[src/hdl/bmp2rgba_pkg.sv]
// Types, constants and helper functions of the BMP to RGBA decoder.
`default_nettype none
package bmp2rgba_pkg;

	localparam int unsigned MAX_DIMENSION_DEF = 4096;
	localparam int unsigned DIM_W = 13;
	localparam int unsigned RESULT_DEPTH = 4;
	localparam int unsigned RESULT_PTR_W = $clog2(RESULT_DEPTH);

	localparam logic [31:0] POS_SIG_B    = 32'd0;
	localparam logic [31:0] POS_SIG_M    = 32'd1;
	localparam logic [31:0] POS_OFFSET   = 32'd13;
	localparam logic [31:0] POS_DIB      = 32'd17;
	localparam logic [31:0] POS_WIDTH    = 32'd21;
	localparam logic [31:0] POS_HEIGHT   = 32'd25;
	localparam logic [31:0] POS_PLANES   = 32'd27;
	localparam logic [31:0] POS_BPP      = 32'd29;
	localparam logic [31:0] POS_COMPRESS = 32'd33;
	localparam logic [31:0] HEADER_BYTES = 32'd54;
	localparam logic [31:0] HEADER_LAST  = HEADER_BYTES - 32'd1;
	localparam logic [31:0] MIN_DIB_SIZE = 32'd40;

	localparam logic [7:0]  SIG_B      = 8'h42;
	localparam logic [7:0]  SIG_M      = 8'h4D;
	localparam logic [15:0] BPP_24     = 16'd24;
	localparam logic [15:0] BPP_32     = 16'd32;
	localparam logic [15:0] ONE_PLANE  = 16'd1;
	localparam logic [7:0]  ALPHA_FULL = 8'hFF;

	localparam logic KIND_PIXEL  = 1'b0;
	localparam logic KIND_STATUS = 1'b1;

	typedef enum logic [2:0] {
		ST_OK          = 3'd0,
		ST_BAD_SIG     = 3'd1,
		ST_BAD_DIB     = 3'd2,
		ST_UNSUPPORTED = 3'd3,
		ST_TRUNCATED   = 3'd4,
		ST_TOO_LARGE   = 3'd5,
		ST_OFFSET      = 3'd6
	} status_t;

	typedef enum logic [3:0] {
		PH_HEADER = 4'b0001,
		PH_SKIP   = 4'b0010,
		PH_PIXELS = 4'b0100,
		PH_DONE   = 4'b1000
	} phase_t;

	typedef struct packed {
		logic        item_kind;
		logic [11:0] pixel_x;
		logic [11:0] pixel_y;
		logic [7:0]  red;
		logic [7:0]  green;
		logic [7:0]  blue;
		logic [7:0]  alpha;
		logic [2:0]  status_code;
		logic        last_of_run;
	} result_t;

	typedef struct packed {
		logic    has_pixel;
		logic    has_status;
		result_t pixel;
		result_t status;
	} decode_out_t;

	// Rank of a header fault; a higher rank wins over a lower one.
	function automatic logic [2:0] severity(input status_t code);
		logic [2:0] rank;
		unique case (code)
			ST_BAD_SIG:     rank = 3'd5;
			ST_BAD_DIB:     rank = 3'd4;
			ST_UNSUPPORTED: rank = 3'd3;
			ST_TOO_LARGE:   rank = 3'd2;
			ST_OFFSET:      rank = 3'd1;
			default:        rank = 3'd0;
		endcase
		return rank;
	endfunction

endpackage
`default_nettype wire

[src/hdl/bmp2rgba_byte_if.sv]
// Byte channel carrying the raw BMP file into the decoder.
`default_nettype none
interface bmp2rgba_byte_if;
	logic       valid;
	logic       ready;
	logic [7:0] data_byte;
	logic       end_of_file;

	modport source (output valid, data_byte, end_of_file, input ready);
	modport sink (input valid, data_byte, end_of_file, output ready);
endinterface
`default_nettype wire

[src/hdl/bmp2rgba_result_if.sv]
// Result channel carrying pixels and end-of-file status out of the decoder.
`default_nettype none
interface bmp2rgba_result_if;
	logic        valid;
	logic        ready;
	logic        item_kind;
	logic [11:0] pixel_x;
	logic [11:0] pixel_y;
	logic [7:0]  red;
	logic [7:0]  green;
	logic [7:0]  blue;
	logic [7:0]  alpha;
	logic [2:0]  status_code;
	logic        last_of_run;

	modport source (output valid, item_kind, pixel_x, pixel_y, red, green, blue, alpha,
		status_code, last_of_run, input ready);
	modport sink (input valid, item_kind, pixel_x, pixel_y, red, green, blue, alpha,
		status_code, last_of_run, output ready);
endinterface
`default_nettype wire

[src/hdl/bmp2rgba_decode.sv]
// Header parser and pixel assembler: file state plus one byte of decode logic.
`default_nettype none
module bmp2rgba_decode #(
	parameter int unsigned MAX_DIMENSION = bmp2rgba_pkg::MAX_DIMENSION_DEF
) (
	input  logic                       clk,
	input  logic                       arst_n,
	input  logic                       step,
	input  logic [7:0]                 data_byte,
	input  logic                       end_of_file,
	output bmp2rgba_pkg::decode_out_t  decoded
);
	import bmp2rgba_pkg::*;

	localparam logic [31:0] MAX_DIM = 32'(MAX_DIMENSION);

	logic [31:0]      pos_q, pos_n;
	logic [31:0]      shift_q, shift_n;
	logic [31:0]      data_start_q, data_start_n;
	logic [DIM_W-1:0] width_q, width_n;
	logic [DIM_W-1:0] height_q, height_n;
	logic             top_down_q, top_down_n;
	logic             four_q, four_n;
	logic [DIM_W-1:0] col_q, col_n;
	logic [DIM_W-1:0] row_q, row_n;
	logic [14:0]      bir_q, bir_n;
	logic [1:0]       sub_q, sub_n;
	logic [23:0]      hold_q, hold_n;
	status_t          err_q, err_n;
	phase_t           phase_q, phase_n;
	logic [15:0]      row_data_q, row_data_n;
	logic [14:0]      row_last_q, row_last_n;

	logic [31:0]      hs;
	logic [31:0]      mag;
	logic [31:0]      dim_m1;
	status_t          code_new;
	logic [15:0]      wp;
	logic [15:0]      data_len;
	logic [15:0]      stride;
	logic [15:0]      stride_m1;
	logic             in_pixels;
	logic             emit;
	logic [1:0]       last_sub;
	logic [DIM_W-1:0] y_row;
	status_t          status;

	always_comb begin
		pos_n        = (pos_q != '1) ? pos_q + 32'd1 : pos_q;
		shift_n      = shift_q;
		data_start_n = data_start_q;
		width_n      = width_q;
		height_n     = height_q;
		top_down_n   = top_down_q;
		four_n       = four_q;
		col_n        = col_q;
		row_n        = row_q;
		bir_n        = bir_q;
		sub_n        = sub_q;
		hold_n       = hold_q;
		err_n        = err_q;
		phase_n      = phase_q;
		row_data_n   = row_data_q;
		row_last_n   = row_last_q;
		code_new     = ST_OK;
		emit         = 1'b0;

		hs     = {data_byte, shift_q[31:8]};
		mag    = hs[31] ? (32'd0 - hs) : hs;
		dim_m1 = (hs[31] ? mag : hs) - 32'd1;

		wp        = 16'({3'b000, width_q}) + 16'd1;
		data_len  = four_q ? {wp[13:0], 2'b00} : wp + {wp[14:0], 1'b0};
		stride    = (data_len + 16'd3) & ~16'd3;
		stride_m1 = stride - 16'd1;

		in_pixels = (phase_q == PH_PIXELS) || ((phase_q == PH_SKIP) && (pos_q >= data_start_q));
		last_sub  = four_q ? 2'd3 : 2'd2;
		y_row     = top_down_q ? row_q : height_q - row_q;

		if (phase_q == PH_HEADER) begin
			shift_n = hs;
			if (pos_q == POS_SIG_B && data_byte != SIG_B) code_new = ST_BAD_SIG;
			if (pos_q == POS_SIG_M && data_byte != SIG_M) code_new = ST_BAD_SIG;
			if (pos_q == POS_OFFSET) begin
				data_start_n = hs;
				if (hs < HEADER_BYTES) code_new = ST_OFFSET;
			end
			if (pos_q == POS_DIB && hs < MIN_DIB_SIZE) code_new = ST_BAD_DIB;
			if (pos_q == POS_WIDTH) begin
				if (hs == 32'd0 || hs[31]) code_new = ST_UNSUPPORTED;
				else if (hs > MAX_DIM) code_new = ST_TOO_LARGE;
				else width_n = dim_m1[DIM_W-1:0];
			end
			if (pos_q == POS_HEIGHT) begin
				if (hs == 32'd0) code_new = ST_UNSUPPORTED;
				else if (mag > MAX_DIM) code_new = ST_TOO_LARGE;
				else begin
					height_n   = dim_m1[DIM_W-1:0];
					top_down_n = hs[31];
				end
			end
			if (pos_q == POS_PLANES && hs[31:16] != ONE_PLANE) code_new = ST_UNSUPPORTED;
			if (pos_q == POS_BPP) begin
				if (hs[31:16] == BPP_24) four_n = 1'b0;
				else if (hs[31:16] == BPP_32) four_n = 1'b1;
				else code_new = ST_UNSUPPORTED;
			end
			if (pos_q == POS_COMPRESS && hs != 32'd0) code_new = ST_UNSUPPORTED;
			if (severity(code_new) > severity(err_q)) err_n = code_new;
			if (pos_q == HEADER_LAST) begin
				// freeze the row geometry for the pixel phase
				row_data_n = data_len;
				row_last_n = stride_m1[14:0];
				if (err_n != ST_OK) phase_n = PH_DONE;
				else if (data_start_q == HEADER_BYTES) phase_n = PH_PIXELS;
				else phase_n = PH_SKIP;
			end
		end else if (in_pixels) begin
			phase_n = PH_PIXELS;
			if (16'({1'b0, bir_q}) < row_data_q) begin
				unique case (sub_q)
					2'd0: hold_n = {16'h0000, data_byte};
					2'd1: hold_n = {hold_q[23:16], data_byte, hold_q[7:0]};
					2'd2: hold_n = {data_byte, hold_q[15:0]};
					2'd3: hold_n = hold_q;
				endcase
				if (sub_q == last_sub) begin
					emit  = 1'b1;
					col_n = col_q + 1'b1;
					sub_n = 2'd0;
				end else begin
					sub_n = sub_q + 2'd1;
				end
			end
			if (bir_q == row_last_q) begin
				// row done: drop padding, advance to the next row or finish after the last one
				bir_n = '0;
				col_n = '0;
				sub_n = 2'd0;
				if (row_q >= height_q) phase_n = PH_DONE;
				else row_n = row_q + 1'b1;
			end else begin
				bir_n = bir_q + 15'd1;
			end
		end

		if (phase_n == PH_HEADER) status = ST_BAD_SIG;
		else if (err_n != ST_OK) status = err_n;
		else if (phase_n != PH_DONE) status = ST_TRUNCATED;
		else status = ST_OK;

		decoded.has_pixel          = emit;
		decoded.has_status         = end_of_file;
		decoded.pixel.item_kind    = KIND_PIXEL;
		decoded.pixel.pixel_x      = col_q[11:0];
		decoded.pixel.pixel_y      = y_row[11:0];
		decoded.pixel.red          = hold_n[23:16];
		decoded.pixel.green        = hold_n[15:8];
		decoded.pixel.blue         = hold_n[7:0];
		decoded.pixel.alpha        = four_q ? data_byte : ALPHA_FULL;
		decoded.pixel.status_code  = ST_OK;
		decoded.pixel.last_of_run  = !end_of_file;
		decoded.status             = '0;
		decoded.status.item_kind   = KIND_STATUS;
		decoded.status.status_code = status;
		decoded.status.last_of_run = 1'b1;

		// end of file: back to the reset state for the next file
		if (end_of_file) begin
			pos_n        = '0;
			shift_n      = '0;
			data_start_n = '0;
			width_n      = '0;
			height_n     = '0;
			top_down_n   = 1'b0;
			four_n       = 1'b0;
			col_n        = '0;
			row_n        = '0;
			bir_n        = '0;
			sub_n        = 2'd0;
			hold_n       = '0;
			err_n        = ST_OK;
			phase_n      = PH_HEADER;
			row_data_n   = '0;
			row_last_n   = '0;
		end
	end

	always_ff @(posedge clk or negedge arst_n) begin
		if (!arst_n) begin
			pos_q        <= '0;
			shift_q      <= '0;
			data_start_q <= '0;
			width_q      <= '0;
			height_q     <= '0;
			top_down_q   <= 1'b0;
			four_q       <= 1'b0;
			col_q        <= '0;
			row_q        <= '0;
			bir_q        <= '0;
			sub_q        <= 2'd0;
			hold_q       <= '0;
			err_q        <= ST_OK;
			phase_q      <= PH_HEADER;
			row_data_q   <= '0;
			row_last_q   <= '0;
		end else if (step) begin
			pos_q        <= pos_n;
			shift_q      <= shift_n;
			data_start_q <= data_start_n;
			width_q      <= width_n;
			height_q     <= height_n;
			top_down_q   <= top_down_n;
			four_q       <= four_n;
			col_q        <= col_n;
			row_q        <= row_n;
			bir_q        <= bir_n;
			sub_q        <= sub_n;
			hold_q       <= hold_n;
			err_q        <= err_n;
			phase_q      <= phase_n;
			row_data_q   <= row_data_n;
			row_last_q   <= row_last_n;
		end
	end

endmodule
`default_nettype wire

[src/hdl/bmp2rgba_result_fifo.sv]
// Small result queue: takes up to two results per byte, hands out one per beat.
`default_nettype none
module bmp2rgba_result_fifo (
	input  logic                      clk,
	input  logic                      arst_n,
	input  logic                      push,
	input  bmp2rgba_pkg::decode_out_t decoded,
	output logic                      room,
	bmp2rgba_result_if.source         results
);
	import bmp2rgba_pkg::*;

	localparam int unsigned CNT_W = $clog2(RESULT_DEPTH + 1);

	result_t                 entry_q [RESULT_DEPTH];
	logic [RESULT_PTR_W-1:0] wr_q;
	logic [RESULT_PTR_W-1:0] rd_q;
	logic [CNT_W-1:0]        count_q;
	logic [CNT_W-1:0]        n_push;
	logic [RESULT_PTR_W-1:0] n_push_ptr;
	logic                    pop;
	result_t                 head;

	assign n_push = push ? CNT_W'(decoded.has_pixel) + CNT_W'(decoded.has_status) : '0;
	assign n_push_ptr = n_push[RESULT_PTR_W-1:0];
	assign pop = results.valid && results.ready;
	// space for a full pair of results
	assign room = count_q <= CNT_W'(RESULT_DEPTH - 2);

	always_ff @(posedge clk) begin
		if (push && decoded.has_pixel) entry_q[wr_q] <= decoded.pixel;
		if (push && decoded.has_status) begin
			entry_q[wr_q + RESULT_PTR_W'(decoded.has_pixel)] <= decoded.status;
		end
	end

	always_ff @(posedge clk or negedge arst_n) begin
		if (!arst_n) begin
			wr_q    <= '0;
			rd_q    <= '0;
			count_q <= '0;
		end else begin
			wr_q    <= wr_q + n_push_ptr;
			rd_q    <= rd_q + RESULT_PTR_W'(pop);
			count_q <= count_q + n_push - CNT_W'(pop);
		end
	end

	assign head                = entry_q[rd_q];
	assign results.valid       = count_q != '0;
	assign results.item_kind   = head.item_kind;
	assign results.pixel_x     = head.pixel_x;
	assign results.pixel_y     = head.pixel_y;
	assign results.red         = head.red;
	assign results.green       = head.green;
	assign results.blue        = head.blue;
	assign results.alpha       = head.alpha;
	assign results.status_code = head.status_code;
	assign results.last_of_run = head.last_of_run;

endmodule
`default_nettype wire

[src/hdl/bmp_stream_to_rgba_pixels_core.sv]
// BMP byte stream to RGBA pixel decoder, top level.
// Feed a 24- or 32-bit uncompressed BMP file one byte per beat on file_bytes,
// with end_of_file set on the final byte. The block takes one byte every cycle
// while the result queue has room; a byte is held in the input register, is
// decoded in a single pass against the file state, and its results enter a
// four-entry result queue, so a pixel passes the input register and the queue
// before it shows on results. A byte gives at most one pixel; the final byte
// also gives a status beat (code 0 ok, else the fault) at the end of the file.
// Input is held off only while the queue cannot take two more results, which
// happens when results stalls. Pixels come in file order with rows numbered
// from the top. After the status beat the block is ready for a new file.
`default_nettype none
module bmp_stream_to_rgba_pixels_core #(
	parameter int unsigned MAX_DIMENSION = bmp2rgba_pkg::MAX_DIMENSION_DEF
) (
	input  logic               clk,
	input  logic               arst_n,
	bmp2rgba_byte_if.sink      file_bytes,
	bmp2rgba_result_if.source  results
);
	import bmp2rgba_pkg::*;

	logic        valid_s1;
	logic [7:0]  byte_s1;
	logic        eof_s1;
	logic        room;
	logic        advance;
	logic        accept;
	decode_out_t decoded;

	assign advance         = valid_s1 && room;
	assign file_bytes.ready = !valid_s1 || room;
	assign accept          = file_bytes.valid && file_bytes.ready;

	always_ff @(posedge clk or negedge arst_n) begin
		if (!arst_n) begin
			valid_s1 <= 1'b0;
		end else if (accept) begin
			valid_s1 <= 1'b1;
		end else if (advance) begin
			valid_s1 <= 1'b0;
		end
	end

	always_ff @(posedge clk) begin
		if (accept) begin
			byte_s1 <= file_bytes.data_byte;
			eof_s1  <= file_bytes.end_of_file;
		end
	end

	bmp2rgba_decode #(
		.MAX_DIMENSION(MAX_DIMENSION)
	) u_decode (
		.clk         (clk),
		.arst_n      (arst_n),
		.step        (advance),
		.data_byte   (byte_s1),
		.end_of_file (eof_s1),
		.decoded     (decoded)
	);

	bmp2rgba_result_fifo u_result_fifo (
		.clk     (clk),
		.arst_n  (arst_n),
		.push    (advance),
		.decoded (decoded),
		.room    (room),
		.results (results)
	);

endmodule
`default_nettype wire

[src/flat_wrapper.sv]
// flat-port wrapper written by rule: the top's interface ports become plain ports
module bmp_stream_to_rgba_pixels_core_flat import bmp2rgba_pkg::*;
#(
	parameter int unsigned MAX_DIMENSION = bmp2rgba_pkg::MAX_DIMENSION_DEF
)
  (clk, arst_n, file_bytes_valid, file_bytes_data_byte, file_bytes_end_of_file, file_bytes_ready, results_valid, results_item_kind, results_pixel_x, results_pixel_y, results_red, results_green, results_blue, results_alpha, results_status_code, results_last_of_run, results_ready);
  bmp2rgba_byte_if file_bytes_i ();
  bmp2rgba_result_if results_i ();
  input  logic clk;
  input  logic arst_n;
  input wire logic [$bits(file_bytes_i.valid)-1:0] file_bytes_valid;
  input wire logic [$bits(file_bytes_i.data_byte)-1:0] file_bytes_data_byte;
  input wire logic [$bits(file_bytes_i.end_of_file)-1:0] file_bytes_end_of_file;
  output wire logic [$bits(file_bytes_i.ready)-1:0] file_bytes_ready;
  output wire logic [$bits(results_i.valid)-1:0] results_valid;
  output wire logic [$bits(results_i.item_kind)-1:0] results_item_kind;
  output wire logic [$bits(results_i.pixel_x)-1:0] results_pixel_x;
  output wire logic [$bits(results_i.pixel_y)-1:0] results_pixel_y;
  output wire logic [$bits(results_i.red)-1:0] results_red;
  output wire logic [$bits(results_i.green)-1:0] results_green;
  output wire logic [$bits(results_i.blue)-1:0] results_blue;
  output wire logic [$bits(results_i.alpha)-1:0] results_alpha;
  output wire logic [$bits(results_i.status_code)-1:0] results_status_code;
  output wire logic [$bits(results_i.last_of_run)-1:0] results_last_of_run;
  input wire logic [$bits(results_i.ready)-1:0] results_ready;
  assign file_bytes_i.valid = file_bytes_valid;
  assign file_bytes_i.data_byte = file_bytes_data_byte;
  assign file_bytes_i.end_of_file = file_bytes_end_of_file;
  assign file_bytes_ready = file_bytes_i.ready;
  assign results_valid = results_i.valid;
  assign results_item_kind = results_i.item_kind;
  assign results_pixel_x = results_i.pixel_x;
  assign results_pixel_y = results_i.pixel_y;
  assign results_red = results_i.red;
  assign results_green = results_i.green;
  assign results_blue = results_i.blue;
  assign results_alpha = results_i.alpha;
  assign results_status_code = results_i.status_code;
  assign results_last_of_run = results_i.last_of_run;
  assign results_i.ready = results_ready;
  bmp_stream_to_rgba_pixels_core #(.MAX_DIMENSION(MAX_DIMENSION)) u_core (.clk(clk), .arst_n(arst_n), .file_bytes(file_bytes_i), .results(results_i));
endmodule
[config.mk]
export PLATFORM = sky130hd
export DESIGN_NAME = bmp_stream_to_rgba_pixels_core_flat
export DESIGN_NICKNAME = d
export VERILOG_FILES = /design/src/hdl/bmp2rgba_pkg.sv /design/src/hdl/bmp2rgba_byte_if.sv /design/src/hdl/bmp2rgba_result_if.sv /design/src/hdl/bmp2rgba_decode.sv /design/src/hdl/bmp2rgba_result_fifo.sv /design/src/hdl/bmp_stream_to_rgba_pixels_core.sv /design/src/flat_wrapper.sv
export SDC_FILE = /design/constraint.sdc
export NUM_CORES = 1
export LEC_CHECK = 0
export BUFFER_PORTS_ARGS = -buffer_cell sky130_fd_sc_hd__buf_2
export CORE_ASPECT_RATIO = 0.9
export CORE_MARGIN = 4
export CORE_UTILIZATION = 25
export DETAILED_ROUTE_END_ITERATION = 10
export PLACE_DENSITY = 0.42
export SYNTH_ARGS = -nofsm -noshare
export SYNTH_HDL_FRONTEND = slang
export SYNTH_SLANG_ARGS = --single-unit
[constraint.sdc]
create_clock -name clk -period 4.2 [get_ports clk]
set_input_delay 0.63 -clock clk [delete_from_list [all_inputs] [get_ports clk]]
set_output_delay 0.63 -clock clk [all_outputs]
set_load 0.01 [all_outputs]
# Yosys cells after proc, flatten, opt, wreduce, memory -nomap -nowiden

Memory sizes are Yosys's and may differ from the RTL's.
Index checks and enable logic that the tools add are counted.

Memory bits (writable): 244
Memories kept: 1
Input port bits: 13
Register bits after elaboration: 246
Word-level logic and storage cells: 252
Output and inout bits: 63
Bits in latches: 0
Bits in read-only memories: 0

Memories:

| name                         | words | bits a word | read ports | clocked after Yosys merged registers in | wr ports | RTL line                   | source |
|---|---|---|---|---|---|---|---|
| u_core.u_result_fifo.entry_q | 4     | 61          | 1          | 0                                       | 2        | bmp2rgba_result_fifo.sv:15 | `result_t entry_q [RESULT_DEPTH];` |

$mul: 0
Add/subtract/negate cells: 18
Reductions and logical operators: 47
Div/mod/pow operators: 0
Multiplexer cells: 113
$lt $le $gt $ge: 9
Bitwise operators: 0
Shift operators: 0
Eq/ne operators: 42

Operators with widths:

| cell                                                                               | number |
|---|---|
| 13-bit two-way mux                                                                 | 22 |
| 32-bit two-way mux                                                                 | 8 |
| 32-bit by 5-bit equality test with 1-bit output (second input constant)            | 5 |
| 15-bit two-way mux                                                                 | 7 |
| 32-bit by 6-bit equality test with 1-bit output (second input constant)            | 3 |
| 24-bit two-way mux                                                                 | 4 |
| 24-bit one-hot mux with 4 select lines                                             | 1 |
| 3-bit two-way mux                                                                  | 28 |
| 32-bit by 13-bit greater-than comparator with 1-bit output (second input constant) | 2 |
| 32-bit logical NOT                                                                 | 2 |
| 32-bit by 6-bit < comparator with 1-bit output (second input constant)             | 2 |
| 16-bit two-way mux                                                                 | 4 |
| 32-bit by 1-bit adder with 32-bit output (second input constant)                   | 1 |
| 32-bit by 1-bit equality test with 1-bit output (second input constant)            | 1 |
| 32-bit by 4-bit equality test with 1-bit output (second input constant)            | 1 |
| 32-bit greater-or-equal comparator                                                 | 1 |
| 32-bit inequality test (second input constant)                                     | 1 |
| 32-bit nonzero test                                                                | 1 |
| 1-bit by 32-bit subtractor with 32-bit output (first input constant)               | 1 |
| 3-bit one-hot mux with 5 select lines                                              | 2 |
| 4-bit two-way mux                                                                  | 7 |
| 13-bit by 1-bit adder with 13-bit output (second input constant)                   | 2 |
| 1-bit two-way mux                                                                  | 22 |
| 5-bit AND reduction                                                                | 4 |
| other kinds (45)                                                                   | 97 |

# Depth between registers and ports, before layout

Depth in word-level cells: 34
Gate-level depth with buffers: 22
Depth with buffers taken out: 20

# By module

From an unflattened synthesis, not the netlist that was laid out.

Cells, all modules: 2573
Area total of the unflattened synthesis: 28713.8 um2

Modules (own cells, without submodules):

| module                         | times used | seq. area each (um2) | cells an instance | area an instance (um2) |
|---|---|---|---|---|
| bmp2rgba_decode                | 1          | 5481.5               | 1926              | 16129.2 |
| bmp2rgba_result_fifo           | 1          | 7502.2               | 633               | 12254.3 |
| bmp_stream_to_rgba_pixels_core | 1          | 295.3                | 14                | 330.3 |

# Worst setup path after synthesis

No wires, ideal clock.

Kind: reg2reg
Start point: reg u_core.u_decode.shift_q[9]
End point: mem u_core.u_result_fifo.entry_q[0][3] in the netlist's numbering, data pin
Cell stages (with the launch flop): 21
Buffers on the path: 1
Arrival time: 4216 ps
Path slack: -271 ps
Data required time: 3945 ps
Library setup time: 255 ps
Period minus slack after synthesis: 4471 ps
Path through: dfrtp_1 -> buf_6 -> nor4_4 -> nand4_2 -> or4_4 -> o31a_1 -> o41ai_2 -> nand2_1 -> o41ai_4 -> a22oi_1 -> nand2_1 -> o21ai_0 -> ha_1 -> nor2b_1 -> o21ai_0 -> a32oi_1 -> nand2_1 -> and2_1 -> a31oi_1 -> a211oi_1 -> and2_1

RTL lines:

| element                  | RTL line                   | source |
|---|---|---|
| start: declaration       | bmp2rgba_decode.sv:18      | `logic [31:0] shift_q, shift_n;` |
| start signal: assignment | bmp2rgba_decode.sv:210     | `shift_q <= shift_n;` |
| end: declaration         | bmp2rgba_result_fifo.sv:15 |  |

==> results.yml <==
power:
  ir_drop_mv: 0.5812
  p_total_uw: 19760
  power.density_mw_per_mm2: 631.8
  leakage_uw: 0.01280
sta:
  fin_crit_sh_pct: 108.3
  slew_violations: 0
  finClkSkew_ns: 0.03079
  setup-violations-final: 17
  fmax_mhz: 219.8
  hold_viol: 0
  worst_slew_pin_slew_ns: 1.108
  maxSlewHeadroom_pct: 25.85
  finalCriticalPeriod_ns: 4.551
  final.setup.worst_slack_ns: -0.3506
  rsz0062_at_grt: "true"
grt:
  antenna_found_initial: 1
  grt_max_degree: 83
  grt.total_usage_pct: 15.45
  grt_pass1_wl_um: 131400
  grt_pass1_vias: 21340
  grt-ovfl-total: 0
logic_synthesis:
  synth.avg_cell_area_um2: 9.112
  synth_ff_type: "dfxtp_1"
  seq_area_frac_synth_pct: 42.88
  synth.cell_area_mm2: 0.02555
  yosysTopAreaCellShare_pct: 22.14
  yosysWarnings: 0
  synth_edf_count: 21
  synth_seq_cells: 480
  synth_area_leader_cell: "dfrtp_1"
  synth_common_cells: "nand2_1, nor2_1, dfxtp_1"
  synth_cell_type_count: 88
  syn-num-nets: 2928
  synthCells: 2804
  synth_area_leaders: "dfrtp_1, dfxtp_1, mux4_2"
  yosysMostFrequentCell: "nand2_1"
  async_flop_share_pct: 47.29
worst_setup_path:
  cp_num_buf_inv: 0
  slowest_stage: "or4_4"
  worstReg2RegEnd: "u_core.u_result_fifo.entry_q[2][3]$_DFFE_PP_"
  path_max_fanout: 4
  r2r_start: "u_core.u_decode.shift_q[13]$_DFFE_PN0P_"
  critPathTopFamily: "compound AO/OA/AOI/OAI gates"
  cp.required_ns: 4.70
  r2r_setup_slack_ns: -0.35
  cp_num_cells: 16
  endpoint: "u_core.u_result_fifo.entry_q[2][3]$_DFFE_PP_"
  reg2reg_depth: 16
  critPathMaxStageDelay_ns: 0.55
  start_kind: "flop"
  cp-startpoint: "u_core.u_decode.shift_q[13]$_DFFE_PN0P_"
  critPathKind: "flop to flop"
  end_kind: "flop"
  crit_arrival_ns: 5.05
  path_cells: "nor4_4, nand4_4, or4_4, o31a_1, o41ai_2, nand2_1, o41ai_4, nand3_2, ha_4, nor2b_4, o21ai_2, a32oi_4, nor3_2, a211o_1, a211oi_2, and2_1"
cells_and_area:
  drive_above_1_share_pct: 19.37
  nets: 3123
  final_core_util_pct: 31.04
  final_cells: 4390
  n_antenna_cell: 0
  area_growth_pct: 22.41
route:
  viasPerCell: 4.887
  wl_per_cell_um: 19.05
  routed_wl_um: 83620
  dr.pass1.iters: 6
  drt_iter0_drc: 1463
  met3_length_um: 3747
  drc: 0
  drt-met1-wl_um: 41770
  ant_nets: 0
  top_layer: "met5"
  vias: 21460
  wl_met2_um: 36250
clock_network:
  clk_pin_slew_ns: 0.06
  cts_buffer_depth: 3
  h-tree-depth: 2
  cts_root_buffer: "clkbuf_16"
  clock-sinks: 480
  cts_tree: "done"
  clkLatencyLatePin_ns: 0.63
  cts_buffers: 58
placed_design:
  port_buffers: 75
  globalplace.congestion: 0.8475
  dp.cells: 4274
  place_ws_ns: -0.3532
  dp_hpwl_um: 57790
die:
  core_mm2: 0.1007
  fp.dieW_um: 345.0
  placementRows: 110
  die_h_um: 311.3
  ios: 76
  die_area_mm2: 0.1074
  start_util_pct: 25.36
status:
  status: "finished, violations left"
  failed_checks: "negative setup slack"
job:
  maxCapViolations: 0
worst_hold_path:
  hold_class: "primary input to flop"
[repair_timing]
action	4_1_cts	5_1_grt
setup endpoints to repair	18	23
pin swaps	2	28
buffers inserted	4	4
hold buffers	1	0
resized for setup	21	41
hold endpoints to repair	10	0
[registers in the layout (all words and copies together) (netlist names), 3 cells and up]
| register | cells |
|---|---|
| u_core.byte_s1 | 8 |
| u_core.u_result_fifo.count_q | 3 |
| u_core.u_decode.hold_q | 24 |
| u_core.u_decode.pos_q | 32 |
| u_core.u_decode.row_q | 13 |
| u_core.u_decode.width_q | 13 |
| u_core.u_decode.data_start_q | 32 |
| u_core.u_decode.err_q | 3 |
| u_core.u_decode.row_last_q | 14 |
| u_core.u_decode.phase_q | 4 |
| u_core.u_decode.row_data_q | 16 |
| u_core.u_decode.col_q | 12 |
| u_core.u_result_fifo.entry_q | 244 |
| u_core.u_decode.bir_q | 15 |
| u_core.u_decode.shift_q | 24 |
| u_core.u_decode.height_q | 13 |
[worst min path at each step]
stage,startpoint,end,slack [ns],depth (start not counted)
global placement,u_core.u_result_fifo.entry_q[3][60]$_SDFFE_PP1P_,u_core.u_result_fifo.entry_q[3][60]$_SDFFE_PP1P_,0.43,2
global route,file_bytes_data_byte[2],u_core.byte_s1[2]$_DFFE_PP_,0.13,1
CTS,file_bytes_data_byte[5],u_core.byte_s1[5]$_DFFE_PP_,0.12,1
finish,file_bytes_data_byte[6],u_core.byte_s1[6]$_DFFE_PP_,0.17,1
detailed placement,u_core.u_result_fifo.entry_q[3][60]$_SDFFE_PP1P_,u_core.u_result_fifo.entry_q[3][60]$_SDFFE_PP1P_,0.44,2
floorplan,arst_n,u_core.u_decode.bir_q[0]$_DFFE_PN0P_,0.33,0
[logic make-up after synthesis]
kind of cell    share of synthesized area (%)
simple gates                            17.72
compound gates                          18.31
flops                                   42.88
buf+inv                                 4.711
xor+xnor                                4.216
fa+ha+maj                               5.495
mux                                     6.665
[layer usage]
| metal | track usage [%] | up-vias |
|---|---|---|
| li1 | - | 10450 |
| met1 | 23.22 | 10490 |
| met2 | 23.14 | 419 |
| met3 | 2.394 | 97 |
| met4 | 3.541 | 2 |
| met5 | 0 | - |
[through the flow]
step / TNS (ns) / hold slack (ns) / instance area, µm²
final: -4.245 / 0.1740 / 31280
after global routing: -8.527 / 0.1344 / 31280
after CTS: -3.601 / 0.1225 / 31060
after detailed placement: -4.106 / 0.4363 / 29090
after global placement: -4.314 / 0.4322 / 29090
after floorplan: -0.4060 / 0.3344 / 25580
[worst register-to-register path, delay by kind of cell, from the launching register on]
family                   cells  cell delay [ns]
AO/OA/AOI/OAI                7             1.84
AND/OR/NAND/NOR              8             1.84
flip-flops                   1             0.44
adder cells (fa/ha/maj)      1             0.31
[area by class of cell]
| cell class | count | area [µm²] |
|---|---|---|
| clock inverter | 22 | 205.2 |
| fill | 10670 | 69470 |
| clock buffer | 85 | 1637 |
| sequential | 480 | 10970 |
| inverter | 116 | 437.9 |
| multi-input combinational | 2013 | 13750 |
| tap | 1344 | 1682 |
| timing repair buffer | 330 | 2592 |
[report_power, final]
group          internal, µW  switching (µW)  leakage [µW]
Clock                  2830            2090      0.000900
Combinational          4010            5360       0.00674
Sequential             4960             515       0.00516
[placed cells by master, fill, tap and decap left out, drive strengths merged, types with 9 or more instances in the layout]
| master | instances |
|---|---|
| mux2 | 15 |
| mux4 | 61 |
| mux2i | 13 |
| a211oi | 87 |
| a21o | 16 |
| clkinv | 14 |
| and4 | 14 |
| nor3 | 54 |
| or2 | 10 |
| dfxtp | 232 |
| buf | 329 |
| a21oi | 208 |
| xnor2 | 65 |
| o211ai | 9 |
| o21a | 11 |
| a22o | 72 |
| or3 | 24 |
| inv | 118 |
| nand2 | 362 |
| nor3b | 9 |
| a211o | 9 |
| o31ai | 17 |
| and3 | 29 |
| a32oi | 9 |
| dfrtp | 226 |
| o21ai | 201 |
| clkbuf | 85 |
| nor4 | 34 |
| nand2b | 12 |
| ha | 109 |
| nor2b | 13 |
| nand3 | 65 |
| nor2 | 245 |
| and2 | 21 |
| xor2 | 58 |
| a22oi | 21 |
| edfxtp | 21 |
| nand4 | 44 |
Power figures use the tool's default switching activity.
